**src/rtl/rtn_pkg.sv**
```systemverilog
package rtn_pkg;

   localparam int COORD_WIDTH_DEF   = 32;
   localparam int FRACTION_BITS_DEF = 16;
   localparam int MAX_TRIANGLES_DEF = 65536;

   localparam int DIST_W      = 31;
   localparam int INDEX_W     = 16;
   localparam int CSR_INDEX_W = 3;

   localparam logic [63:0] TEN_POW_10 = 64'd10000000000;

   // Register indexes of the configuration port.
   localparam logic [CSR_INDEX_W-1:0] CSR_ORIGIN_X = 3'd0;
   localparam logic [CSR_INDEX_W-1:0] CSR_ORIGIN_Y = 3'd1;
   localparam logic [CSR_INDEX_W-1:0] CSR_ORIGIN_Z = 3'd2;
   localparam logic [CSR_INDEX_W-1:0] CSR_DIR_X    = 3'd3;
   localparam logic [CSR_INDEX_W-1:0] CSR_DIR_Y    = 3'd4;
   localparam logic [CSR_INDEX_W-1:0] CSR_DIR_Z    = 3'd5;
   localparam logic [CSR_INDEX_W-1:0] CSR_MAX_DIST = 3'd6;
   localparam logic [CSR_INDEX_W-1:0] CSR_CULL     = 3'd7;

   // Micro-operation codes.
   localparam int OP_W = 4;
   localparam logic [OP_W-1:0] OP_LD     = 4'd0;
   localparam logic [OP_W-1:0] OP_ADD    = 4'd1;
   localparam logic [OP_W-1:0] OP_SUB    = 4'd2;
   localparam logic [OP_W-1:0] OP_MUL    = 4'd3;
   localparam logic [OP_W-1:0] OP_DIV    = 4'd4;
   localparam logic [OP_W-1:0] OP_SGN    = 4'd5;
   localparam logic [OP_W-1:0] OP_CULL   = 4'd6;
   localparam logic [OP_W-1:0] OP_CNEG   = 4'd7;
   localparam logic [OP_W-1:0] OP_RJNEG  = 4'd8;
   localparam logic [OP_W-1:0] OP_RJPOS  = 4'd9;
   localparam logic [OP_W-1:0] OP_RJNPOS = 4'd10;
   localparam logic [OP_W-1:0] OP_FIN    = 4'd11;

   // Register file slots. The first ones are loaded from the word, the ray and constants.
   localparam int RF_DEPTH = 40;
   localparam int ADDR_W   = 6;
   localparam logic [ADDR_W-1:0] A_AX   = 6'd0;
   localparam logic [ADDR_W-1:0] A_AY   = 6'd1;
   localparam logic [ADDR_W-1:0] A_AZ   = 6'd2;
   localparam logic [ADDR_W-1:0] A_BX   = 6'd3;
   localparam logic [ADDR_W-1:0] A_BY   = 6'd4;
   localparam logic [ADDR_W-1:0] A_BZ   = 6'd5;
   localparam logic [ADDR_W-1:0] A_CX   = 6'd6;
   localparam logic [ADDR_W-1:0] A_CY   = 6'd7;
   localparam logic [ADDR_W-1:0] A_CZ   = 6'd8;
   localparam logic [ADDR_W-1:0] A_OX   = 6'd9;
   localparam logic [ADDR_W-1:0] A_OY   = 6'd10;
   localparam logic [ADDR_W-1:0] A_OZ   = 6'd11;
   localparam logic [ADDR_W-1:0] A_DX   = 6'd12;
   localparam logic [ADDR_W-1:0] A_DY   = 6'd13;
   localparam logic [ADDR_W-1:0] A_DZ   = 6'd14;
   localparam logic [ADDR_W-1:0] A_MAXD = 6'd15;
   localparam logic [ADDR_W-1:0] A_TEN  = 6'd16;
   localparam logic [ADDR_W-1:0] A_P3F  = 6'd17;
   localparam logic [ADDR_W-1:0] A_PF   = 6'd18;
   localparam logic [ADDR_W-1:0] A_E1X  = 6'd19;
   localparam logic [ADDR_W-1:0] A_E1Y  = 6'd20;
   localparam logic [ADDR_W-1:0] A_E1Z  = 6'd21;
   localparam logic [ADDR_W-1:0] A_E2X  = 6'd22;
   localparam logic [ADDR_W-1:0] A_E2Y  = 6'd23;
   localparam logic [ADDR_W-1:0] A_E2Z  = 6'd24;
   localparam logic [ADDR_W-1:0] A_SX   = 6'd25;
   localparam logic [ADDR_W-1:0] A_SY   = 6'd26;
   localparam logic [ADDR_W-1:0] A_SZ   = 6'd27;
   localparam logic [ADDR_W-1:0] A_HX   = 6'd28;
   localparam logic [ADDR_W-1:0] A_HY   = 6'd29;
   localparam logic [ADDR_W-1:0] A_HZ   = 6'd30;
   localparam logic [ADDR_W-1:0] A_QX   = 6'd31;
   localparam logic [ADDR_W-1:0] A_QY   = 6'd32;
   localparam logic [ADDR_W-1:0] A_QZ   = 6'd33;
   localparam logic [ADDR_W-1:0] A_DET  = 6'd34;
   localparam logic [ADDR_W-1:0] A_UN   = 6'd35;
   localparam logic [ADDR_W-1:0] A_VN   = 6'd36;
   localparam logic [ADDR_W-1:0] A_TN   = 6'd37;
   localparam logic [ADDR_W-1:0] A_T1   = 6'd38;
   localparam logic [ADDR_W-1:0] A_T2   = 6'd39;

   localparam int STEP_W    = 7;
   localparam int LAST_STEP = 90;

   typedef struct packed {
      logic [OP_W-1:0]   op;
      logic [ADDR_W-1:0] dst;
      logic [ADDR_W-1:0] src_a;
      logic [ADDR_W-1:0] src_b;
   } uop_type;

   typedef struct packed {
      logic              load;
      logic              exec;
      logic [ADDR_W-1:0] rd_a;
      logic [ADDR_W-1:0] rd_b;
      uop_type           uop;
   } dp_cmd_type;

   typedef struct packed {
      logic unit_done;
      logic out_free;
   } dp_status_type;

   function automatic int max_int(int a, int b);
      return (a > b) ? a : b;
   endfunction

   function automatic uop_type mk(logic [OP_W-1:0] op, logic [ADDR_W-1:0] d,
                                  logic [ADDR_W-1:0] a, logic [ADDR_W-1:0] b);
      uop_type u;
      u.op    = op;
      u.dst   = d;
      u.src_a = a;
      u.src_b = b;
      return u;
   endfunction

   // Micro-program for one triangle. The first steps load the operands.
   function automatic uop_type ucode(logic [STEP_W-1:0] step);
      uop_type u;
      u = mk(OP_FIN, A_T1, A_T1, A_T1);
      if (step <= STEP_W'(A_PF)) begin
         u = mk(OP_LD, step[ADDR_W-1:0], step[ADDR_W-1:0], step[ADDR_W-1:0]);
      end else begin
         case (step)
            7'd19: u = mk(OP_SUB, A_E1X, A_BX, A_AX);
            7'd20: u = mk(OP_SUB, A_E1Y, A_BY, A_AY);
            7'd21: u = mk(OP_SUB, A_E1Z, A_BZ, A_AZ);
            7'd22: u = mk(OP_SUB, A_E2X, A_CX, A_AX);
            7'd23: u = mk(OP_SUB, A_E2Y, A_CY, A_AY);
            7'd24: u = mk(OP_SUB, A_E2Z, A_CZ, A_AZ);
            7'd25: u = mk(OP_SUB, A_SX, A_OX, A_AX);
            7'd26: u = mk(OP_SUB, A_SY, A_OY, A_AY);
            7'd27: u = mk(OP_SUB, A_SZ, A_OZ, A_AZ);
            7'd28: u = mk(OP_MUL, A_T1, A_E2Z, A_DY);
            7'd29: u = mk(OP_MUL, A_T2, A_E2Y, A_DZ);
            7'd30: u = mk(OP_SUB, A_HX, A_T1, A_T2);
            7'd31: u = mk(OP_MUL, A_T1, A_E2X, A_DZ);
            7'd32: u = mk(OP_MUL, A_T2, A_E2Z, A_DX);
            7'd33: u = mk(OP_SUB, A_HY, A_T1, A_T2);
            7'd34: u = mk(OP_MUL, A_T1, A_E2Y, A_DX);
            7'd35: u = mk(OP_MUL, A_T2, A_E2X, A_DY);
            7'd36: u = mk(OP_SUB, A_HZ, A_T1, A_T2);
            7'd37: u = mk(OP_MUL, A_T1, A_HX, A_E1X);
            7'd38: u = mk(OP_MUL, A_T2, A_HY, A_E1Y);
            7'd39: u = mk(OP_ADD, A_T1, A_T1, A_T2);
            7'd40: u = mk(OP_MUL, A_T2, A_HZ, A_E1Z);
            7'd41: u = mk(OP_ADD, A_DET, A_T1, A_T2);
            7'd42: u = mk(OP_SGN, A_DET, A_DET, A_DET);
            7'd43: u = mk(OP_CULL, A_DET, A_DET, A_DET);
            7'd44: u = mk(OP_CNEG, A_DET, A_DET, A_DET);
            7'd45: u = mk(OP_MUL, A_T1, A_DET, A_TEN);
            7'd46: u = mk(OP_SUB, A_T1, A_T1, A_P3F);
            7'd47: u = mk(OP_RJNEG, A_T1, A_T1, A_T1);
            7'd48: u = mk(OP_MUL, A_T1, A_SY, A_E1Z);
            7'd49: u = mk(OP_MUL, A_T2, A_SZ, A_E1Y);
            7'd50: u = mk(OP_SUB, A_QX, A_T1, A_T2);
            7'd51: u = mk(OP_MUL, A_T1, A_SZ, A_E1X);
            7'd52: u = mk(OP_MUL, A_T2, A_SX, A_E1Z);
            7'd53: u = mk(OP_SUB, A_QY, A_T1, A_T2);
            7'd54: u = mk(OP_MUL, A_T1, A_SX, A_E1Y);
            7'd55: u = mk(OP_MUL, A_T2, A_SY, A_E1X);
            7'd56: u = mk(OP_SUB, A_QZ, A_T1, A_T2);
            7'd57: u = mk(OP_MUL, A_T1, A_HX, A_SX);
            7'd58: u = mk(OP_MUL, A_T2, A_HY, A_SY);
            7'd59: u = mk(OP_ADD, A_T1, A_T1, A_T2);
            7'd60: u = mk(OP_MUL, A_T2, A_HZ, A_SZ);
            7'd61: u = mk(OP_ADD, A_UN, A_T1, A_T2);
            7'd62: u = mk(OP_CNEG, A_UN, A_UN, A_UN);
            7'd63: u = mk(OP_MUL, A_T1, A_QX, A_DX);
            7'd64: u = mk(OP_MUL, A_T2, A_QY, A_DY);
            7'd65: u = mk(OP_ADD, A_T1, A_T1, A_T2);
            7'd66: u = mk(OP_MUL, A_T2, A_QZ, A_DZ);
            7'd67: u = mk(OP_ADD, A_VN, A_T1, A_T2);
            7'd68: u = mk(OP_CNEG, A_VN, A_VN, A_VN);
            7'd69: u = mk(OP_MUL, A_T1, A_QX, A_E2X);
            7'd70: u = mk(OP_MUL, A_T2, A_QY, A_E2Y);
            7'd71: u = mk(OP_ADD, A_T1, A_T1, A_T2);
            7'd72: u = mk(OP_MUL, A_T2, A_QZ, A_E2Z);
            7'd73: u = mk(OP_ADD, A_TN, A_T1, A_T2);
            7'd74: u = mk(OP_CNEG, A_TN, A_TN, A_TN);
            7'd75: u = mk(OP_RJNEG, A_UN, A_UN, A_UN);
            7'd76: u = mk(OP_SUB, A_T1, A_UN, A_DET);
            7'd77: u = mk(OP_RJPOS, A_T1, A_T1, A_T1);
            7'd78: u = mk(OP_RJNEG, A_VN, A_VN, A_VN);
            7'd79: u = mk(OP_ADD, A_T1, A_UN, A_VN);
            7'd80: u = mk(OP_SUB, A_T1, A_T1, A_DET);
            7'd81: u = mk(OP_RJPOS, A_T1, A_T1, A_T1);
            7'd82: u = mk(OP_MUL, A_T1, A_TN, A_TEN);
            7'd83: u = mk(OP_SUB, A_T1, A_T1, A_DET);
            7'd84: u = mk(OP_RJNPOS, A_T1, A_T1, A_T1);
            7'd85: u = mk(OP_MUL, A_TN, A_TN, A_PF);
            7'd86: u = mk(OP_MUL, A_T2, A_DET, A_MAXD);
            7'd87: u = mk(OP_SUB, A_T1, A_TN, A_T2);
            7'd88: u = mk(OP_RJPOS, A_T1, A_T1, A_T1);
            7'd89: u = mk(OP_DIV, A_TN, A_TN, A_DET);
            default: u = mk(OP_FIN, A_T1, A_T1, A_T1);
         endcase
      end
      return u;
   endfunction

endpackage

```
**src/rtl/rtn_ctrl.sv**
```systemverilog
module rtn_ctrl (
   input  logic                  clock,
   input  logic                  reset,
   input  logic                  req_valid,
   output logic                  req_ready,
   output rtn_pkg::dp_cmd_type    cmd,
   input  rtn_pkg::dp_status_type status
);
   import rtn_pkg::*;

   localparam logic [1:0] S_IDLE  = 2'd0;
   localparam logic [1:0] S_FETCH = 2'd1;
   localparam logic [1:0] S_EXEC  = 2'd2;
   localparam logic [1:0] S_WAIT  = 2'd3;

   logic [1:0]        state_ff, state_in;
   logic [STEP_W-1:0] step_ff, step_in;
   uop_type           uop;
   logic              is_unit;

   assign uop     = ucode(step_ff);
   assign is_unit = (uop.op == OP_MUL) || (uop.op == OP_DIV);

   always_comb begin
      req_ready = (state_ff == S_IDLE);
      cmd.load  = req_valid && (state_ff == S_IDLE);
      cmd.exec  = (state_ff == S_EXEC) && ((uop.op != OP_FIN) || status.out_free);
      cmd.rd_a  = uop.src_a;
      cmd.rd_b  = uop.src_b;
      cmd.uop   = uop;
      state_in  = state_ff;
      step_in   = step_ff;
      unique case (state_ff)
         S_IDLE: begin
            if (req_valid) begin
               state_in = S_FETCH;
               step_in  = '0;
            end
         end
         S_FETCH: state_in = S_EXEC;
         S_EXEC: begin
            if (cmd.exec) begin
               if (is_unit) begin
                  state_in = S_WAIT;
               end else if (step_ff == STEP_W'(LAST_STEP)) begin
                  state_in = S_IDLE;
               end else begin
                  state_in = S_FETCH;
                  step_in  = step_ff + 1'b1;
               end
            end
         end
         S_WAIT: begin
            if (status.unit_done) begin
               state_in = S_FETCH;
               step_in  = step_ff + 1'b1;
            end
         end
         default: state_in = S_IDLE;
      endcase
   end

   always_ff @(posedge clock) begin
      if (reset) begin
         state_ff <= S_IDLE;
         step_ff  <= '0;
      end else begin
         state_ff <= state_in;
         step_ff  <= step_in;
      end
   end

endmodule

```
**config.mk**
```make
export PLATFORM = sky130hd
export DESIGN_NAME = rtn_ctrl
export DESIGN_NICKNAME = d
export VERILOG_FILES = /design/src/rtl/rtn_pkg.sv /design/src/rtl/rtn_ctrl.sv
export SDC_FILE = /design/constraint.sdc
export NUM_CORES = 1
export LEC_CHECK = 0
export BUFFER_PORTS_ARGS = -buffer_cell sky130_fd_sc_hd__buf_2
export CAP_MARGIN = 0
export CORE_UTILIZATION = 50
export DETAILED_ROUTE_END_ITERATION = 12
export GPL_TIMING_DRIVEN = 1
export PLACE_DENSITY_LB_ADDON = 0.1
export SYNTH_ARGS = -nofsm -noshare
export SYNTH_HDL_FRONTEND = slang
export SYNTH_SLANG_ARGS = --single-unit
```
**constraint.sdc**
```tcl
create_clock -name clock -period 6.5 [get_ports clock]
set_clock_uncertainty 0.15 [all_clocks]
set_input_delay 0.325 -clock clock [delete_from_list [all_inputs] [get_ports clock]]
set_output_delay 0.325 -clock clock [all_outputs]
set_load 0.01 [all_outputs]
```
==> flow_summary.yaml <==
logic_synthesis:
  synth.distinct_cells: 70
  synth-seq-cells: 31
  syn_nets: 526
  synth-simple-area-share_pct: 25.7
  synth_ff_type: "dfxtp_1"
  ys_async_sr_fraction_pct: 0
  synth_area_sq_um: 3540
  synth_top_area_cell: "dfxtp_1"
  synth_edf_count: 0
  synth_common_cells: "nand2_1, a21oi_1, nor2_1"
  synth_top_family_by_area: "compound AO/OA/AOI/OAI gates"
  synth_xor_area_share_pct: 1.24
  synth.area.top_cells: "dfxtp_1, nand2_1, ha_1"
  synth-adder-area-share_pct: 6.71
  ys_seq_area_share_pct: 17.5
  synth_warnings: 0
  muxShareOfSynthArea_pct: 1.98
  yosysTopAreaCellShare_pct: 17.5
  netlist_instances: 502
  avgSynthCellArea_sq_um: 7.06
  yosysMostFrequentCell: "nand2_1"
  synth-compound-area-share_pct: 36.3
grt:
  antenna_found_initial: 0
  grt_overflow: 0
  grt_max_degree: 56
  grt_pass1_vias: 3584
  grt_first_pass_wirelength_um: 20000
  grt_use_total_pct: 35.1
setup_path:
  cp_num_buf_inv: 1
  path_cells: "ha_1 -> nor2b_1 -> o21ai_2 -> a21oi_2 -> or4_4 -> nor2_1 -> o22a_1 -> ha_1 -> inv_1 -> nor3_1 -> or3_1 -> o221ai_2 -> a21oi_1 -> nor3_1"
  cp_top_family: "simple AND/OR/NAND/NOR gates"
  critical_path.slowest_cell: "ha_1"
  ff2ff_setup_slack_ns: 1.20
  slowest_delay_ns: 0.80
  critPathMaxFanout: 18
  worst-endpoint-required_ns: 6.51
  cp-start-kind: "register"
  crit_type: "reg2reg"
  cp.arrival_ns: 5.32
  cp-end-kind: "register"
routing:
  dr_wl_met2_um: 5310
  highest_layer: "met4"
  drt_iter0_drc: 963
  ant_nets: 0
  wl_per_cell_um: 21.3
  wl_met3_um: 1550
  drc: 0
  routed_wl_um: 12700
  viasPerCell: 6.87
  dr.pass1.iters: 7
  wl_met1_um: 5270
  num_vias: 4118
placed_design:
  dp_hpwl_um: 8850
  port_buffers: 41
  gp_congestion: 1.04
  placed_cells: 592
  place_ws_ns: 1.39
timing:
  rsz0062_at_grt: "false"
  drv_slew: 0
  max_freq_ghz: 0.189
  worst_slew_pin_slew_ns: 0.885
  post-route-min-period_ns: 5.30
  hold_violations: 0
  fin_tns_setup_ns: 0
  hold_slack_ns: 0.265
  finalCritPeriodShare_pct: 81.6
  finalSetupViolations: 0
  setup_ws_ns: 1.20
  slew_headroom_pct: 40.6
power_and_ir_drop:
  power.density_nw_per_um2: 109
  vdd_drop_max_mv: 0.0635
  p_leak_nw: 1.63
final_layout:
  area_delta_synth_final_pct: 4.59
  drive_gt1_share_pct: 13.9
  final_nets: 527
  fillers: 702
  stdcell_count: 599
  n_antenna_cell: 0
floorplanning:
  fp.coreArea_sq_um: 6830
  num_rows: 30
  die_h_um: 86.2
  io_pins: 42
  die_w_um: 86.2
  start_util_pct: 51.9
  fp.dieArea_sq_um: 7430
cts:
  clock-sinks: 31
  path_clk_slew_ns: 0.08
  cts_tree: "done"
  postCtsHoldBufs: 0
  h-tree-depth: 2
  clk_latency_ns: 0.29
  cts_max_path_buffers: 2
  cts_setup_buffers: 0
  ctsResizeCount: 0
  cts_buffers: 5
  clockRootBuffer: "clkbuf_8"
status:
  status: "finished, final reports clean"
hold_path:
  min_path_type: "in2reg"
run:
  maxCapViolCount: 0
## where the power goes
part	internal (mW)	switching [mW]
combinational	0.0164	0.0314
sequential	0.191	0.00139
clock	0.0833	0.0805
total	0.291	0.113
## layer usage
metal / vias to the layer above / global-route usage (%)
met5: - / 0
met4: 0 / 15.6
met3: 72 / 8.19
met2: 336 / 50.7
met1: 1870 / 49.2
li1: 1840 / -
## final cells by class
| class | count | area (sq um) | share of cell area, % |
|---|---|---|---|
| clock buffer | 6 | 82.6 | 2.23 |
| clock inverter | 1 | 5.00 | 0.135 |
| inverter | 23 | 86.3 | 2.33 |
| multi-input combinational | 396 | 2550 | 68.8 |
| sequential | 31 | 621 | 16.7 |
| tap | 96 | 120 | 3.24 |
| timing repair buffer | 46 | 243 | 6.55 |
## final timing paths
check | depth (start not counted) | start | end
hold reg to reg | 2 | state_ff[1] | state_ff[1]
setup / recovery | 14 | step_ff[1] | register
hold / removal | 2 | reset | state_ff[1]
setup reg to reg | 14 | step_ff[1] | register
## placed cells by master, fill, tap and decap left out, drive strengths merged, types with 3 or more instances in the layout
cell type / netlist / routed
nand2: 76 / 76
buf: 32 / 46
a21oi: 42 / 42
nor2: 33 / 33
o21ai: 33 / 33
dfxtp: 31 / 31
inv: 23 / 23
nor3: 21 / 21
ha: 19 / 19
nand3: 13 / 13
and2: 11 / 11
a31oi: 10 / 10
a21o: 10 / 10
a211oi: 10 / 10
o211ai: 9 / 9
or3: 8 / 8
o22ai: 7 / 7
and3: 7 / 7
mux2i: 7 / 7
a311oi: 6 / 6
clkbuf: 20 / 6
nor2b: 5 / 5
a221oi: 5 / 5
a22oi: 5 / 5
a32oi: 5 / 5
xnor2: 4 / 4
o32a: 4 / 4
or4: 4 / 4
o32ai: 4 / 4
o211a: 3 / 3
nand4: 3 / 3
o31ai: 3 / 3
o21a: 3 / 3
a211o: 3 / 3
nor4: 3 / 3
## stage by stage
stage / instance area (sq um) / utilization [%] / power (mW)
after global routing: 3710 / 54.3 / 0.419
final: 3710 / 54.3 / 0.404
after detailed placement: 3620 / 53.0 / 0.243
after floorplan: 3540 / - / 0.232
after CTS: 3710 / 54.3 / 0.402
after global placement: 3620 / 53.0 / 0.243
## kinds of logic after synthesis
group | Yosys count
buf+inv | 75
flops | 31
compound gates | 177
xor+xnor | 5
simple gates | 188
mux | 7
fa+ha+maj | 19
No activity file was read; power rests on OpenSTA's default activity.
